===== src/rtl/voice_slot_allocator_gen_handles_top_defines.svh =====
// Assertion macros shared by the voice slot allocator RTL.
// Pulled in by the modules that carry concurrent checks; needs clk and rst_n in scope.
`ifndef VOICE_SLOT_ALLOCATOR_GEN_HANDLES_TOP_DEFINES_SVH
`define VOICE_SLOT_ALLOCATOR_GEN_HANDLES_TOP_DEFINES_SVH

// Same-cycle implication, disabled while in reset.
`define VSA_ASSERT_IMP(label, ante, cons, msg) \
  label: assert property (@(posedge clk) disable iff (!rst_n) (ante) |-> (cons)) \
    else $error(msg);

// Next-cycle implication, disabled while in reset.
`define VSA_ASSERT_NXT(label, ante, cons, msg) \
  label: assert property (@(posedge clk) disable iff (!rst_n) (ante) |=> (cons)) \
    else $error(msg);

`endif


===== src/rtl/vsa_pkg.sv =====
// Package for the voice slot allocator: sizes, request/status codes, command types.
// No dependencies; used by the front end, queue, back end and top level.
package vsa_pkg;

  localparam int MAX_TRACKS = 16;
  localparam int TRACK_CAP  = (MAX_TRACKS < 16) ? MAX_TRACKS : 16;
  localparam int TRK_IW     = (TRACK_CAP > 1) ? $clog2(TRACK_CAP) : 1;
  localparam int CNT_W      = $clog2(TRACK_CAP + 1);

  typedef logic [TRK_IW-1:0] idx_t;
  typedef logic [CNT_W-1:0]  cnt_t;

  localparam logic [2:0] REQ_PLAY  = 3'd0;
  localparam logic [2:0] REQ_EXT   = 3'd1;
  localparam logic [2:0] REQ_STOP  = 3'd2;
  localparam logic [2:0] REQ_REAP  = 3'd3;
  localparam logic [2:0] REQ_SWEEP = 3'd4;
  localparam logic [2:0] REQ_QUERY = 3'd5;

  localparam logic [1:0] ST_OK        = 2'd0;
  localparam logic [1:0] ST_BAD_OBJ   = 2'd1;
  localparam logic [1:0] ST_REJECTED  = 2'd2;
  localparam logic [1:0] ST_BAD_VOICE = 2'd3;

  localparam logic [15:0] GEN_RESET = 16'd1;

  typedef enum logic [2:0] {
    OP_PLAY,
    OP_PLAY_EXT,
    OP_BAD_OBJ,
    OP_STOP,
    OP_REAP,
    OP_SWEEP,
    OP_QUERY
  } op_t;

  typedef enum logic [1:0] {
    S_IDLE,
    S_EXEC,
    S_SCAN,
    S_SUM
  } state_t;

  // One classified request as it sits in the queue.
  typedef struct packed {
    op_t         op;
    logic [31:0] object_handle;
    logic        voice_kind;
    logic [15:0] owner_id;
    logic [31:0] voice_in;
    logic        sink_accepts;
    logic [15:0] done_mask;
  } cmd_t;

  // Queue handshake toward the back end.
  typedef struct packed {
    logic valid;
    cmd_t cmd;
  } qword_t;

  // One result word.
  typedef struct packed {
    logic [1:0]  status;
    logic [31:0] voice_handle;
    logic [3:0]  track_index;
    logic [31:0] released_object;
    logic        release_valid;
    logic        is_stop_event;
    logic [4:0]  stopped_count;
    logic        voice_ok;
    logic [31:0] query_object;
    logic [4:0]  active_tracks;
    logic [4:0]  free_tracks;
    logic        last;
  } res_t;

endpackage


===== src/rtl/vsa_in_if.sv =====
// Request channel interface for the voice slot allocator.
// Standalone; carries valid/ready and the request fields.
interface vsa_in_if;
  logic        valid;
  logic        ready;
  logic [2:0]  req_type;
  logic [31:0] object_handle;
  logic        object_ok;
  logic        voice_kind;
  logic [15:0] owner_id;
  logic [31:0] voice_in;
  logic        sink_accepts;
  logic [15:0] done_mask;

  modport source (output valid, req_type, object_handle, object_ok, voice_kind,
                  owner_id, voice_in, sink_accepts, done_mask, input ready);
  modport sink (input valid, req_type, object_handle, object_ok, voice_kind,
                owner_id, voice_in, sink_accepts, done_mask, output ready);
endinterface


===== src/rtl/vsa_out_if.sv =====
// Result channel interface for the voice slot allocator.
// Standalone; carries valid/ready and the result fields.
interface vsa_out_if;
  logic        valid;
  logic        ready;
  logic [1:0]  status;
  logic [31:0] voice_handle;
  logic [3:0]  track_index;
  logic [31:0] released_object;
  logic        release_valid;
  logic        is_stop_event;
  logic [4:0]  stopped_count;
  logic        voice_ok;
  logic [31:0] query_object;
  logic [4:0]  active_tracks;
  logic [4:0]  free_tracks;
  logic        last;

  modport source (output valid, status, voice_handle, track_index, released_object,
                  release_valid, is_stop_event, stopped_count, voice_ok, query_object,
                  active_tracks, free_tracks, last, input ready);
  modport sink (input valid, status, voice_handle, track_index, released_object,
                release_valid, is_stop_event, stopped_count, voice_ok, query_object,
                active_tracks, free_tracks, last, output ready);
endinterface


===== src/rtl/vsa_cfg_if.sv =====
// Configuration write channel for the voice slot allocator.
// Standalone; carries valid/ready and the tracks_in_use write data.
interface vsa_cfg_if;
  logic       valid;
  logic       ready;
  logic [4:0] tracks_in_use;

  modport source (output valid, tracks_in_use, input ready);
  modport sink (input valid, tracks_in_use, output ready);
endinterface


===== src/rtl/vsa_front.sv =====
// Front end: takes request words and classifies them into queue commands.
// Depends on vsa_pkg and vsa_in_if.
module vsa_front (
  vsa_in_if.sink         in_ch,
  input  logic           q_ready,
  output vsa_pkg::qword_t q_push
);

  vsa_pkg::op_t op;
  logic         known;

  always_comb begin
    op    = vsa_pkg::OP_PLAY;
    known = 1'b1;
    unique case (in_ch.req_type)
      vsa_pkg::REQ_PLAY: begin
        // bad object is decided here, before any track search
        op = (!in_ch.object_ok || in_ch.object_handle == 32'd0) ?
             vsa_pkg::OP_BAD_OBJ : vsa_pkg::OP_PLAY;
      end
      vsa_pkg::REQ_EXT:   op = vsa_pkg::OP_PLAY_EXT;
      vsa_pkg::REQ_STOP:  op = vsa_pkg::OP_STOP;
      vsa_pkg::REQ_REAP:  op = vsa_pkg::OP_REAP;
      vsa_pkg::REQ_SWEEP: op = vsa_pkg::OP_SWEEP;
      vsa_pkg::REQ_QUERY: op = vsa_pkg::OP_QUERY;
      default:            known = 1'b0;  // unused codes: dropped, no result
    endcase
  end

  assign in_ch.ready = q_ready;

  assign q_push.valid             = in_ch.valid && q_ready && known;
  assign q_push.cmd.op            = op;
  assign q_push.cmd.object_handle = in_ch.object_handle;
  assign q_push.cmd.voice_kind    = in_ch.voice_kind;
  assign q_push.cmd.owner_id      = in_ch.owner_id;
  assign q_push.cmd.voice_in      = in_ch.voice_in;
  assign q_push.cmd.sink_accepts  = in_ch.sink_accepts;
  assign q_push.cmd.done_mask     = in_ch.done_mask;

endmodule


===== src/rtl/vsa_queue.sv =====
// Two-entry command queue between front and back end.
// Depends on vsa_pkg.
module vsa_queue (
  input  logic            clk,
  input  logic            rst_n,
  input  vsa_pkg::qword_t push,
  output logic            push_ready,
  input  logic            pop,
  output vsa_pkg::qword_t head
);

  vsa_pkg::cmd_t mem_r [2];
  logic          wp_r, wp_nxt;
  logic          rp_r, rp_nxt;
  logic [1:0]    cnt_r, cnt_nxt;
  logic          do_pop;

  assign push_ready = (cnt_r != 2'd2);
  assign do_pop     = pop && (cnt_r != 2'd0);
  assign head.valid = (cnt_r != 2'd0);
  assign head.cmd   = mem_r[rp_r];

  always_comb begin
    wp_nxt  = push.valid ? ~wp_r : wp_r;
    rp_nxt  = do_pop ? ~rp_r : rp_r;
    cnt_nxt = cnt_r + 2'(push.valid) - 2'(do_pop);
  end

  always_ff @(posedge clk) begin
    if (!rst_n) begin
      wp_r  <= 1'b0;
      rp_r  <= 1'b0;
      cnt_r <= 2'd0;
    end else begin
      wp_r  <= wp_nxt;
      rp_r  <= rp_nxt;
      cnt_r <= cnt_nxt;
    end
  end

  always_ff @(posedge clk) begin
    if (push.valid) begin
      mem_r[wp_r] <= push.cmd;
    end
  end

endmodule


===== src/rtl/vsa_back.sv =====
// Back end: track table, command sequencer, config register and result register.
// Depends on vsa_pkg, vsa_out_if, vsa_cfg_if and the shared assertion macros.
`include "voice_slot_allocator_gen_handles_top_defines.svh"

module vsa_back (
  input  logic            clk,
  input  logic            rst_n,
  vsa_cfg_if.sink         cfg_ch,
  input  vsa_pkg::qword_t head,
  output logic            pop,
  vsa_out_if.source       out_ch
);

  localparam int CAP = vsa_pkg::TRACK_CAP;

  // track table
  logic                 active_r [CAP];
  logic [15:0]          gen_r    [CAP];
  logic [31:0]          obj_r    [CAP];
  logic                 kind_r   [CAP];
  logic [15:0]          owner_r  [CAP];
  vsa_pkg::cnt_t        live_r, live_nxt;

  logic [4:0]           tiu_r;
  vsa_pkg::cnt_t        n_open;

  vsa_pkg::state_t      state_r, state_nxt;
  vsa_pkg::cmd_t        cmd_r;
  vsa_pkg::cnt_t        scan_r, scan_nxt;
  vsa_pkg::cnt_t        count_r, count_nxt;

  vsa_pkg::res_t        res_r, em;
  logic                 ov_r, ov_nxt;
  logic                 em_valid;
  logic                 can_load;

  vsa_pkg::idx_t        rd_idx, res_idx, free_idx;
  logic                 free_found;
  logic [15:0]          low, lowm1;
  logic                 res_ok;
  logic                 hit;
  logic                 claim, free_en;
  logic [15:0]          gen_bump;
  logic [31:0]          rd_obj;

  // config register, to be written only while idle; the block itself does not enforce this
  assign cfg_ch.ready = 1'b1;
  always_ff @(posedge clk) begin
    if (!rst_n) begin
      tiu_r <= 5'd16;
    end else if (cfg_ch.valid) begin
      tiu_r <= cfg_ch.tracks_in_use;
    end
  end

  assign n_open = (tiu_r > 5'(CAP)) ? vsa_pkg::cnt_t'(CAP) : vsa_pkg::cnt_t'(tiu_r);

  // lowest free open track
  always_comb begin
    free_idx   = '0;
    free_found = 1'b0;
    for (int i = CAP - 1; i >= 0; i--) begin
      if (!active_r[i] && (vsa_pkg::cnt_t'(i) < n_open)) begin
        free_idx   = vsa_pkg::idx_t'(i);
        free_found = 1'b1;
      end
    end
  end

  // handle decode
  assign low     = cmd_r.voice_in[15:0];
  assign lowm1   = low - 16'd1;
  assign res_idx = vsa_pkg::idx_t'(lowm1);

  // single table read port: scan pointer or resolved handle
  assign rd_idx = (state_r == vsa_pkg::S_SCAN) ? vsa_pkg::idx_t'(scan_r) : res_idx;
  assign rd_obj = obj_r[rd_idx];

  assign res_ok = (low != 16'd0) && (lowm1 < 16'(n_open)) && active_r[rd_idx] &&
                  (gen_r[rd_idx] == cmd_r.voice_in[31:16]);

  assign hit = active_r[rd_idx] &&
               ((cmd_r.op == vsa_pkg::OP_REAP) ?
                (!kind_r[rd_idx] && cmd_r.done_mask[rd_idx]) :
                (owner_r[rd_idx] == cmd_r.owner_id));

  always_comb begin
    gen_bump = gen_r[rd_idx] + 16'd1;
    if (gen_bump == 16'd0) begin
      gen_bump = 16'd1;
    end
  end

  assign can_load = !ov_r || out_ch.ready;

  // sequencer
  always_comb begin
    state_nxt = state_r;
    scan_nxt  = scan_r;
    count_nxt = count_r;
    pop       = 1'b0;
    claim     = 1'b0;
    free_en   = 1'b0;
    em_valid  = 1'b0;
    em        = '0;
    unique case (state_r)
      vsa_pkg::S_IDLE: begin
        if (head.valid) begin
          pop       = 1'b1;
          state_nxt = vsa_pkg::S_EXEC;
        end
      end
      vsa_pkg::S_EXEC: begin
        if (can_load) begin
          state_nxt = vsa_pkg::S_IDLE;
          unique case (cmd_r.op)
            vsa_pkg::OP_BAD_OBJ: begin
              em_valid  = 1'b1;
              em.status = vsa_pkg::ST_BAD_OBJ;
              em.last   = 1'b1;
            end
            vsa_pkg::OP_PLAY, vsa_pkg::OP_PLAY_EXT: begin
              em_valid = 1'b1;
              em.last  = 1'b1;
              if (free_found && cmd_r.sink_accepts) begin
                claim           = 1'b1;
                em.status       = vsa_pkg::ST_OK;
                em.voice_handle = {gen_r[free_idx], 16'(free_idx) + 16'd1};
                em.track_index  = 4'(free_idx);
              end else begin
                em.status = vsa_pkg::ST_REJECTED;
              end
            end
            vsa_pkg::OP_STOP: begin
              em_valid = 1'b1;
              if (res_ok) begin
                free_en            = 1'b1;
                em.track_index     = 4'(rd_idx);
                em.released_object = rd_obj;
                em.release_valid   = (rd_obj != 32'd0);
                em.is_stop_event   = 1'b1;
                count_nxt          = vsa_pkg::cnt_t'(1);
                state_nxt          = vsa_pkg::S_SUM;
              end else begin
                em.status = vsa_pkg::ST_BAD_VOICE;
                em.last   = 1'b1;
              end
            end
            vsa_pkg::OP_QUERY: begin
              em_valid        = 1'b1;
              em.voice_ok     = res_ok;
              em.query_object = res_ok ? rd_obj : 32'd0;
              em.last         = 1'b1;
            end
            vsa_pkg::OP_REAP, vsa_pkg::OP_SWEEP: begin
              scan_nxt  = '0;
              count_nxt = '0;
              state_nxt = vsa_pkg::S_SCAN;
            end
            default: ;
          endcase
        end
      end
      vsa_pkg::S_SCAN: begin
        if (can_load) begin
          if (scan_r >= n_open) begin
            em_valid         = 1'b1;
            em.stopped_count = 5'(count_r);
            em.last          = 1'b1;
            state_nxt        = vsa_pkg::S_IDLE;
          end else begin
            scan_nxt = scan_r + vsa_pkg::cnt_t'(1);
            if (hit) begin
              free_en            = 1'b1;
              em_valid           = 1'b1;
              em.track_index     = 4'(rd_idx);
              em.released_object = rd_obj;
              em.release_valid   = (rd_obj != 32'd0);
              em.is_stop_event   = 1'b1;
              count_nxt          = count_r + vsa_pkg::cnt_t'(1);
            end
          end
        end
      end
      vsa_pkg::S_SUM: begin
        if (can_load) begin
          em_valid         = 1'b1;
          em.stopped_count = 5'(count_r);
          em.last          = 1'b1;
          state_nxt        = vsa_pkg::S_IDLE;
        end
      end
      default: state_nxt = vsa_pkg::S_IDLE;
    endcase

    // live count after this step, reported on the result
    live_nxt = live_r;
    if (claim) begin
      live_nxt = live_r + vsa_pkg::cnt_t'(1);
    end else if (free_en && live_r != '0) begin
      live_nxt = live_r - vsa_pkg::cnt_t'(1);
    end
    em.active_tracks = 5'(live_nxt);
    em.free_tracks   = (n_open > live_nxt) ? 5'(n_open - live_nxt) : 5'd0;

    ov_nxt = em_valid ? 1'b1 : (out_ch.ready ? 1'b0 : ov_r);
  end

  always_ff @(posedge clk) begin
    if (!rst_n) begin
      state_r <= vsa_pkg::S_IDLE;
      live_r  <= '0;
      ov_r    <= 1'b0;
      scan_r  <= '0;
      count_r <= '0;
      for (int i = 0; i < CAP; i++) begin
        active_r[i] <= 1'b0;
        gen_r[i]    <= vsa_pkg::GEN_RESET;
      end
    end else begin
      state_r <= state_nxt;
      live_r  <= live_nxt;
      ov_r    <= ov_nxt;
      scan_r  <= scan_nxt;
      count_r <= count_nxt;
      if (claim) begin
        active_r[free_idx] <= 1'b1;
      end
      if (free_en) begin
        active_r[rd_idx] <= 1'b0;
        gen_r[rd_idx]    <= gen_bump;
      end
    end
  end

  // payload registers, no reset
  always_ff @(posedge clk) begin
    if (pop) begin
      cmd_r <= head.cmd;
    end
    if (em_valid) begin
      res_r <= em;
    end
    if (claim) begin
      obj_r[free_idx]   <= (cmd_r.op == vsa_pkg::OP_PLAY_EXT) ? 32'd0 : cmd_r.object_handle;
      kind_r[free_idx]  <= (cmd_r.op == vsa_pkg::OP_PLAY_EXT) ? 1'b1 : cmd_r.voice_kind;
      owner_r[free_idx] <= cmd_r.owner_id;
    end
  end

  assign out_ch.valid           = ov_r;
  assign out_ch.status          = res_r.status;
  assign out_ch.voice_handle    = res_r.voice_handle;
  assign out_ch.track_index     = res_r.track_index;
  assign out_ch.released_object = res_r.released_object;
  assign out_ch.release_valid   = res_r.release_valid;
  assign out_ch.is_stop_event   = res_r.is_stop_event;
  assign out_ch.stopped_count   = res_r.stopped_count;
  assign out_ch.voice_ok        = res_r.voice_ok;
  assign out_ch.query_object    = res_r.query_object;
  assign out_ch.active_tracks   = res_r.active_tracks;
  assign out_ch.free_tracks     = res_r.free_tracks;
  assign out_ch.last            = res_r.last;

  `VSA_ASSERT_IMP(a_live_cap, 1'b1, live_r <= vsa_pkg::cnt_t'(CAP), "live count over capacity")
  `VSA_ASSERT_IMP(a_claim_free, claim, !active_r[free_idx] && !free_en, "claim of a busy track")
  `VSA_ASSERT_IMP(a_stop_not_last, em_valid && em.is_stop_event, !em.last,
                  "stop word flagged last")
  `VSA_ASSERT_NXT(a_pop_exec, pop, state_r == vsa_pkg::S_EXEC, "pop without execute")

endmodule


===== src/rtl/voice_slot_allocator_gen_handles_top.sv =====
// Top level of the generational-handle voice slot allocator.
// Depends on vsa_pkg, the channel interfaces, vsa_front, vsa_queue and vsa_back.
//
// Usage:
//   in_ch  : request words (play, external play, stop, reap, sweep, query).
//            Unused request codes are taken and dropped without a result.
//   out_ch : result words; every request ends with one word flagged last.
//            Stop, reap and sweep send one stop word per freed track first.
//   cfg_ch : writes tracks_in_use; write only while the block is idle.
//            cfg_ch.ready is always high.
// A request taken by an idle block passes the queue, the pop into the sequencer
//   and the result register before out_ch.valid rises. The sequencer finishes one
//   request before it pops the next: play, query and bad-handle stop pass idle and
//   execute, a good stop adds a summary word, and reap and sweep scan every open
//   track, one table read per cycle via the single track read port unless stalled.
// A two-entry queue keeps taking requests while the back end works or a
//   result waits; if the receiver stalls, the result word holds, the
//   sequencer waits and requests back up to in_ch.ready.
// Reset (rst_n low, synchronous): all tracks free, generations at 1,
//   live count 0, tracks_in_use 16, queue and output empty.
module voice_slot_allocator_gen_handles_top (
  input  logic      clk,
  input  logic      rst_n,
  vsa_in_if.sink    in_ch,
  vsa_out_if.source out_ch,
  vsa_cfg_if.sink   cfg_ch
);

  vsa_pkg::qword_t q_push;
  vsa_pkg::qword_t q_head;
  logic            q_ready;
  logic            q_pop;

  // classify and enqueue
  vsa_front u_front (
    .in_ch  (in_ch),
    .q_ready(q_ready),
    .q_push (q_push)
  );

  // decouples intake from execution
  vsa_queue u_queue (
    .clk       (clk),
    .rst_n     (rst_n),
    .push      (q_push),
    .push_ready(q_ready),
    .pop       (q_pop),
    .head      (q_head)
  );

  // track table, sequencer and result register
  vsa_back u_back (
    .clk   (clk),
    .rst_n (rst_n),
    .cfg_ch(cfg_ch),
    .head  (q_head),
    .pop   (q_pop),
    .out_ch(out_ch)
  );

endmodule


===== src/flat_wrapper.sv =====
// flat-port wrapper written by rule: the top's interface ports become plain ports
module voice_slot_allocator_gen_handles_top_flat 
  (clk, rst_n, in_ch_valid, in_ch_req_type, in_ch_object_handle, in_ch_object_ok, in_ch_voice_kind, in_ch_owner_id, in_ch_voice_in, in_ch_sink_accepts, in_ch_done_mask, in_ch_ready, out_ch_valid, out_ch_status, out_ch_voice_handle, out_ch_track_index, out_ch_released_object, out_ch_release_valid, out_ch_is_stop_event, out_ch_stopped_count, out_ch_voice_ok, out_ch_query_object, out_ch_active_tracks, out_ch_free_tracks, out_ch_last, out_ch_ready, cfg_ch_valid, cfg_ch_tracks_in_use, cfg_ch_ready);
  vsa_in_if in_ch_i ();
  vsa_out_if out_ch_i ();
  vsa_cfg_if cfg_ch_i ();
  input  logic clk;
  input  logic rst_n;
  input wire logic [$bits(in_ch_i.valid)-1:0] in_ch_valid;
  input wire logic [$bits(in_ch_i.req_type)-1:0] in_ch_req_type;
  input wire logic [$bits(in_ch_i.object_handle)-1:0] in_ch_object_handle;
  input wire logic [$bits(in_ch_i.object_ok)-1:0] in_ch_object_ok;
  input wire logic [$bits(in_ch_i.voice_kind)-1:0] in_ch_voice_kind;
  input wire logic [$bits(in_ch_i.owner_id)-1:0] in_ch_owner_id;
  input wire logic [$bits(in_ch_i.voice_in)-1:0] in_ch_voice_in;
  input wire logic [$bits(in_ch_i.sink_accepts)-1:0] in_ch_sink_accepts;
  input wire logic [$bits(in_ch_i.done_mask)-1:0] in_ch_done_mask;
  output wire logic [$bits(in_ch_i.ready)-1:0] in_ch_ready;
  output wire logic [$bits(out_ch_i.valid)-1:0] out_ch_valid;
  output wire logic [$bits(out_ch_i.status)-1:0] out_ch_status;
  output wire logic [$bits(out_ch_i.voice_handle)-1:0] out_ch_voice_handle;
  output wire logic [$bits(out_ch_i.track_index)-1:0] out_ch_track_index;
  output wire logic [$bits(out_ch_i.released_object)-1:0] out_ch_released_object;
  output wire logic [$bits(out_ch_i.release_valid)-1:0] out_ch_release_valid;
  output wire logic [$bits(out_ch_i.is_stop_event)-1:0] out_ch_is_stop_event;
  output wire logic [$bits(out_ch_i.stopped_count)-1:0] out_ch_stopped_count;
  output wire logic [$bits(out_ch_i.voice_ok)-1:0] out_ch_voice_ok;
  output wire logic [$bits(out_ch_i.query_object)-1:0] out_ch_query_object;
  output wire logic [$bits(out_ch_i.active_tracks)-1:0] out_ch_active_tracks;
  output wire logic [$bits(out_ch_i.free_tracks)-1:0] out_ch_free_tracks;
  output wire logic [$bits(out_ch_i.last)-1:0] out_ch_last;
  input wire logic [$bits(out_ch_i.ready)-1:0] out_ch_ready;
  input wire logic [$bits(cfg_ch_i.valid)-1:0] cfg_ch_valid;
  input wire logic [$bits(cfg_ch_i.tracks_in_use)-1:0] cfg_ch_tracks_in_use;
  output wire logic [$bits(cfg_ch_i.ready)-1:0] cfg_ch_ready;
  assign in_ch_i.valid = in_ch_valid;
  assign in_ch_i.req_type = in_ch_req_type;
  assign in_ch_i.object_handle = in_ch_object_handle;
  assign in_ch_i.object_ok = in_ch_object_ok;
  assign in_ch_i.voice_kind = in_ch_voice_kind;
  assign in_ch_i.owner_id = in_ch_owner_id;
  assign in_ch_i.voice_in = in_ch_voice_in;
  assign in_ch_i.sink_accepts = in_ch_sink_accepts;
  assign in_ch_i.done_mask = in_ch_done_mask;
  assign in_ch_ready = in_ch_i.ready;
  assign out_ch_valid = out_ch_i.valid;
  assign out_ch_status = out_ch_i.status;
  assign out_ch_voice_handle = out_ch_i.voice_handle;
  assign out_ch_track_index = out_ch_i.track_index;
  assign out_ch_released_object = out_ch_i.released_object;
  assign out_ch_release_valid = out_ch_i.release_valid;
  assign out_ch_is_stop_event = out_ch_i.is_stop_event;
  assign out_ch_stopped_count = out_ch_i.stopped_count;
  assign out_ch_voice_ok = out_ch_i.voice_ok;
  assign out_ch_query_object = out_ch_i.query_object;
  assign out_ch_active_tracks = out_ch_i.active_tracks;
  assign out_ch_free_tracks = out_ch_i.free_tracks;
  assign out_ch_last = out_ch_i.last;
  assign out_ch_i.ready = out_ch_ready;
  assign cfg_ch_i.valid = cfg_ch_valid;
  assign cfg_ch_i.tracks_in_use = cfg_ch_tracks_in_use;
  assign cfg_ch_ready = cfg_ch_i.ready;
  voice_slot_allocator_gen_handles_top u_core (.clk(clk), .rst_n(rst_n), .in_ch(in_ch_i), .out_ch(out_ch_i), .cfg_ch(cfg_ch_i));
endmodule

===== config.mk =====
export PLATFORM = sky130hd
export DESIGN_NAME = voice_slot_allocator_gen_handles_top_flat
export DESIGN_NICKNAME = d
export VERILOG_FILES = /design/src/rtl/vsa_pkg.sv /design/src/rtl/vsa_in_if.sv /design/src/rtl/vsa_out_if.sv /design/src/rtl/vsa_cfg_if.sv /design/src/rtl/vsa_front.sv /design/src/rtl/vsa_queue.sv /design/src/rtl/vsa_back.sv /design/src/rtl/voice_slot_allocator_gen_handles_top.sv /design/src/flat_wrapper.sv
export VERILOG_INCLUDE_DIRS = /design/src /design/src/rtl
export SDC_FILE = /design/constraint.sdc
export NUM_CORES = 2
export LEC_CHECK = 0
export BUFFER_PORTS_ARGS = -buffer_cell sky130_fd_sc_hd__buf_2
export CAP_MARGIN = 10
export CORE_MARGIN = 8
export CORE_UTILIZATION = 23
export DETAILED_ROUTE_END_ITERATION = 10
export GPL_ROUTABILITY_DRIVEN = 0
export PLACE_DENSITY = 0.38
export SYNTH_ARGS = -nofsm -noshare
export SYNTH_HDL_FRONTEND = slang
export SYNTH_HIERARCHICAL = 1
export SYNTH_SLANG_ARGS = --single-unit

===== constraint.sdc =====
create_clock -name clk -period 19.9 [get_ports clk]
set_input_delay 0 -clock clk [delete_from_list [all_inputs] [get_ports clk]]
set_output_delay 0 -clock clk [all_outputs]
set_load 0.005 [all_outputs]

==> impl_metrics.py <==
metrics = {
    "timing": {
        "maxSlewHeadroom_pct": 22.9,
        "setup_viol": 0,
        "hold_viol_final": 0,
        "finalCriticalPeriod_ps": 9810,
        "tightest_slew_ps": 1150,
        "whs_ps": 170,
        "finClkSkew_ps": 55.6,
        "rsz0062_at_grt": "false",
        "setup-tns-final_ps": 0,
        "timing.fmax_ghz": 0.102,
        "finalCritPeriodShare_pct": 49.3,
        "layout_setup_ws_ps": 10090,
        "slew_violations": 0,
    },
    "placement": {
        "dp.cells": 8426,
        "dpl_cell_area_sq_um": 70000,
        "dp_hpwl_um": 142000,
        "place_ws_ps": 10200,
        "io_buffers": 223,
    },
    "power_and_ir_drop": {
        "vdd_drop_max_mv": 0.138,
        "p_total_mw": 11.6,
        "p_per_area_nw_per_um2": 150,
        "p_leak_nw": 25.9,
    },
    "finish": {
        "area_growth_pct": 18.7,
        "fin_cells": 8961,
        "drive_gt1_share_pct": 17.1,
        "fin_util_pct": 27.5,
        "finalInstanceArea_sq_um": 77600,
        "num-nets-final": 5223,
    },
    "synth": {
        "synth_top_area_cell": "edfxtp_1",
        "seq_area_frac_synth_pct": 68.1,
        "netlist_area_sq_um": 65400,
        "synth-edff-count": 1453,
        "synth_warnings": 6,
        "ys_types": 109,
        "synthArstFlopShare_pct": 0,
        "syn_inst": 4789,
        "synth.area.top_cells": "edfxtp_1, nand2_1, mux4_2, nand3_1, nor2_1",
        "syn_area_per_cell_sq_um": 13.6,
        "synth_top_area_share_pct": 66.8,
        "ys_ff_latch": 1497,
        "synthFlopType": "edfxtp_1",
    },
    "outcome": {
        "status": "complete, no violations",
    },
    "route": {
        "drc": 0,
        "drt.antenna.violating_nets": 0,
        "drt-total-wl_um": 234000,
        "vias_per_cell": 4.72,
        "vias": 42300,
        "drt_first_pass_iters": 6,
        "wl_per_cell_um": 26.1,
        "drt_iter0_drc": 3972,
    },
    "worst_setup_path": {
        "cp_max_fo": 69,
        "crit_start": "u_core/u_back/state_r[0]$_SDFFE_PN0P_",
        "worstPathArrival_ps": 10270,
        "cp-end-kind": "flip-flop",
        "worstPathRequired_ps": 20360,
        "path_class": "flip-flop to flip-flop",
        "r2r-start": "u_core/u_back/state_r[0]$_SDFFE_PN0P_",
        "crit_path_start_kind": "flip-flop",
    },
    "global_routing": {
        "antenna_found_initial": 19,
        "grt_max_degree": 158,
        "grt_pass1_vias": 41700,
        "overflow": 0,
        "grt_pass1_wl_um": 326000,
        "track_usage_pct": 14.9,
    },
    "clock_tree": {
        "numCtsBuffers": 176,
        "insertion_delay_ps": 850,
        "clock-sinks": 1497,
        "cts_resized": 0,
        "clkTransAtPathRegs_ps": 60,
        "ctsHtreeMaxLevel": 4,
        "cts_root_buffer": "clkbuf_16",
        "cts_buffer_depth": 4,
        "cts_tree": "built",
    },
    "floorplanning": {
        "die_area_sq_um": 301000,
        "start_util_pct": 23.1,
        "die_w_um": 549,
        "ios": 236,
        "fp-row-count": 195,
        "die_h_um": 549,
        "coreArea_sq_um": 283000,
    },
    "flow_run": {
        "drv_cap": 0,
    },
    "worst_hold_path": {
        "hp-class": "primary input to flip-flop",
        "hp-start": "rst_n",
    },
}
## repair_timing
item / in CTS / in global routing
buffers inserted: 0 / 0
endpoints found under the hold margin: 227 / 0
hold buffers: 221 / 0
## final timing paths
check             slack, ps                                      end  depth (start not counted)
setup / recovery      10090  u_core/u_back/gen_r[4][6]$_SDFFCE_PN0P_                         19
hold / removal          170    u_core/u_back/count_r[2]$_SDFFE_PN0P_                          3
setup reg to reg      10090  u_core/u_back/gen_r[4][6]$_SDFFCE_PN0P_                         19
hold reg to reg         470    u_core/u_back/count_r[4]$_SDFFE_PN0P_                          2
## cells by family (layout without fill, tap and decap cells)
group | after synthesis | after routing | share of synthesized area [%]
flip-flops | 1497 | 1497 | 68.1
adder cells (fa/ha/maj) | 33 | 33 | 0.632
multiplexers | 240 | 240 | 6.33
AO/OA/AOI/OAI | 629 | 629 | 6.86
other | 2 | 18 | 0.0115
buffers and inverters | 482 | 895 | 3.91
XOR/XNOR | 56 | 56 | 0.794
AND/OR/NAND/NOR | 1850 | 1850 | 13.4
## routing by layer
| layer | up-vias | part of all wire (%) | track usage, % |
|---|---|---|---|
| li1 | 18600 | - | - |
| met1 | 21900 | 45 | 20.5 |
| met2 | 1434 | 46 | 24.0 |
| met3 | 359 | 5.6 | 2.50 |
| met4 | 6 | 3.4 | 4.67 |
| met5 | - | 0.018 | 0 |
## placed cells by master, fill, tap and decap left out, types with 69 or more instances in the layout
| cell | synthesis | final |
|---|---|---|
| a21oi_1 | 113 | 112 |
| a22oi_1 | 70 | 69 |
| a311oi_1 | 75 | 75 |
| and3_1 | 90 | 74 |
| buf_2 | 42 | 223 |
| buf_4 | 124 | 95 |
| clkbuf_16 | 0 | 179 |
| dlygate4sd3_1 | 0 | 221 |
| edfxtp_1 | 1453 | 1453 |
| mux2_4 | 90 | 90 |
| mux4_2 | 101 | 101 |
| nand2_1 | 689 | 688 |
| nand3_1 | 327 | 327 |
| nor2_1 | 395 | 391 |
## flip-flops by register name, indices dropped and copies added (netlist names), 21 cells and up, named ones only
signal,flops
u_core/u_back/obj_r,512
u_core/u_back/gen_r,256
u_core/u_back/owner_r,256
u_core/u_queue/mem_r,202
u_core/u_back/cmd_r,101
u_core/u_back/out_ch.query_object,32
u_core/u_back/out_ch.released_object,32
u_core/u_back/out_ch.voice_handle,21
## area by class of cell
type	instances	area [sq um]
antenna	6	15.0
clock buffer	233	4700
clock inverter	75	654
fill	28900	205000
inverter	46	173
multi-input combinational	2820	18700
sequential	1497	44500
tap	3743	4680
timing repair buffer	541	4070
## synth_stat cells (14+ instances only)
library cell	n
mux4_2	101
nand2_1	689
clkbuf_1	220
buf_4	124
nand4_1	40
or3_1	14
edfxtp_1	1453
o22ai_1	50
a31o_2	35
nor2_1	395
o21ai_0	63
xor2_1	30
a311oi_1	75
mux2_2	17
nor3_1	53
ha_1	28
mux2_4	90
a21oi_1	113
nor2b_1	47
dfxtp_1	44
buf_2	42
a22oi_1	70
and3_1	90
o31ai_1	31
inv_1	43
buf_1	29
nor4_1	29
nand2b_1	20
a211oi_1	40
nand3_1	327
mux2i_1	32
a31oi_1	36
xnor2_1	23
and2_1	32
## worst max-delay path, stage by stage, from the launching register on
cell and delay (ps):
dfxtp_1 330, inv_1 140, ha_2 370, buf_4 650, nor2b_1 350, nor2_8 750
buf_4 780, buf_4 730, mux4_2 410, a32o_1 230, nor3_2 190, xnor2_1 120
a2111oi_4 390, nand4_1 420, a21oi_2 440, o21ba_2 310, nand2_1 230, nor2_2 770
nand3_1 780, nand2_1 870
## power by group
group	internal (mW)	total, mW	switching (mW)
registers	3.92	4.13	0.213
logic	1.19	4.42	3.22
clock network	1.80	3.08	1.29
No activity file was read; power rests on OpenSTA's default activity.
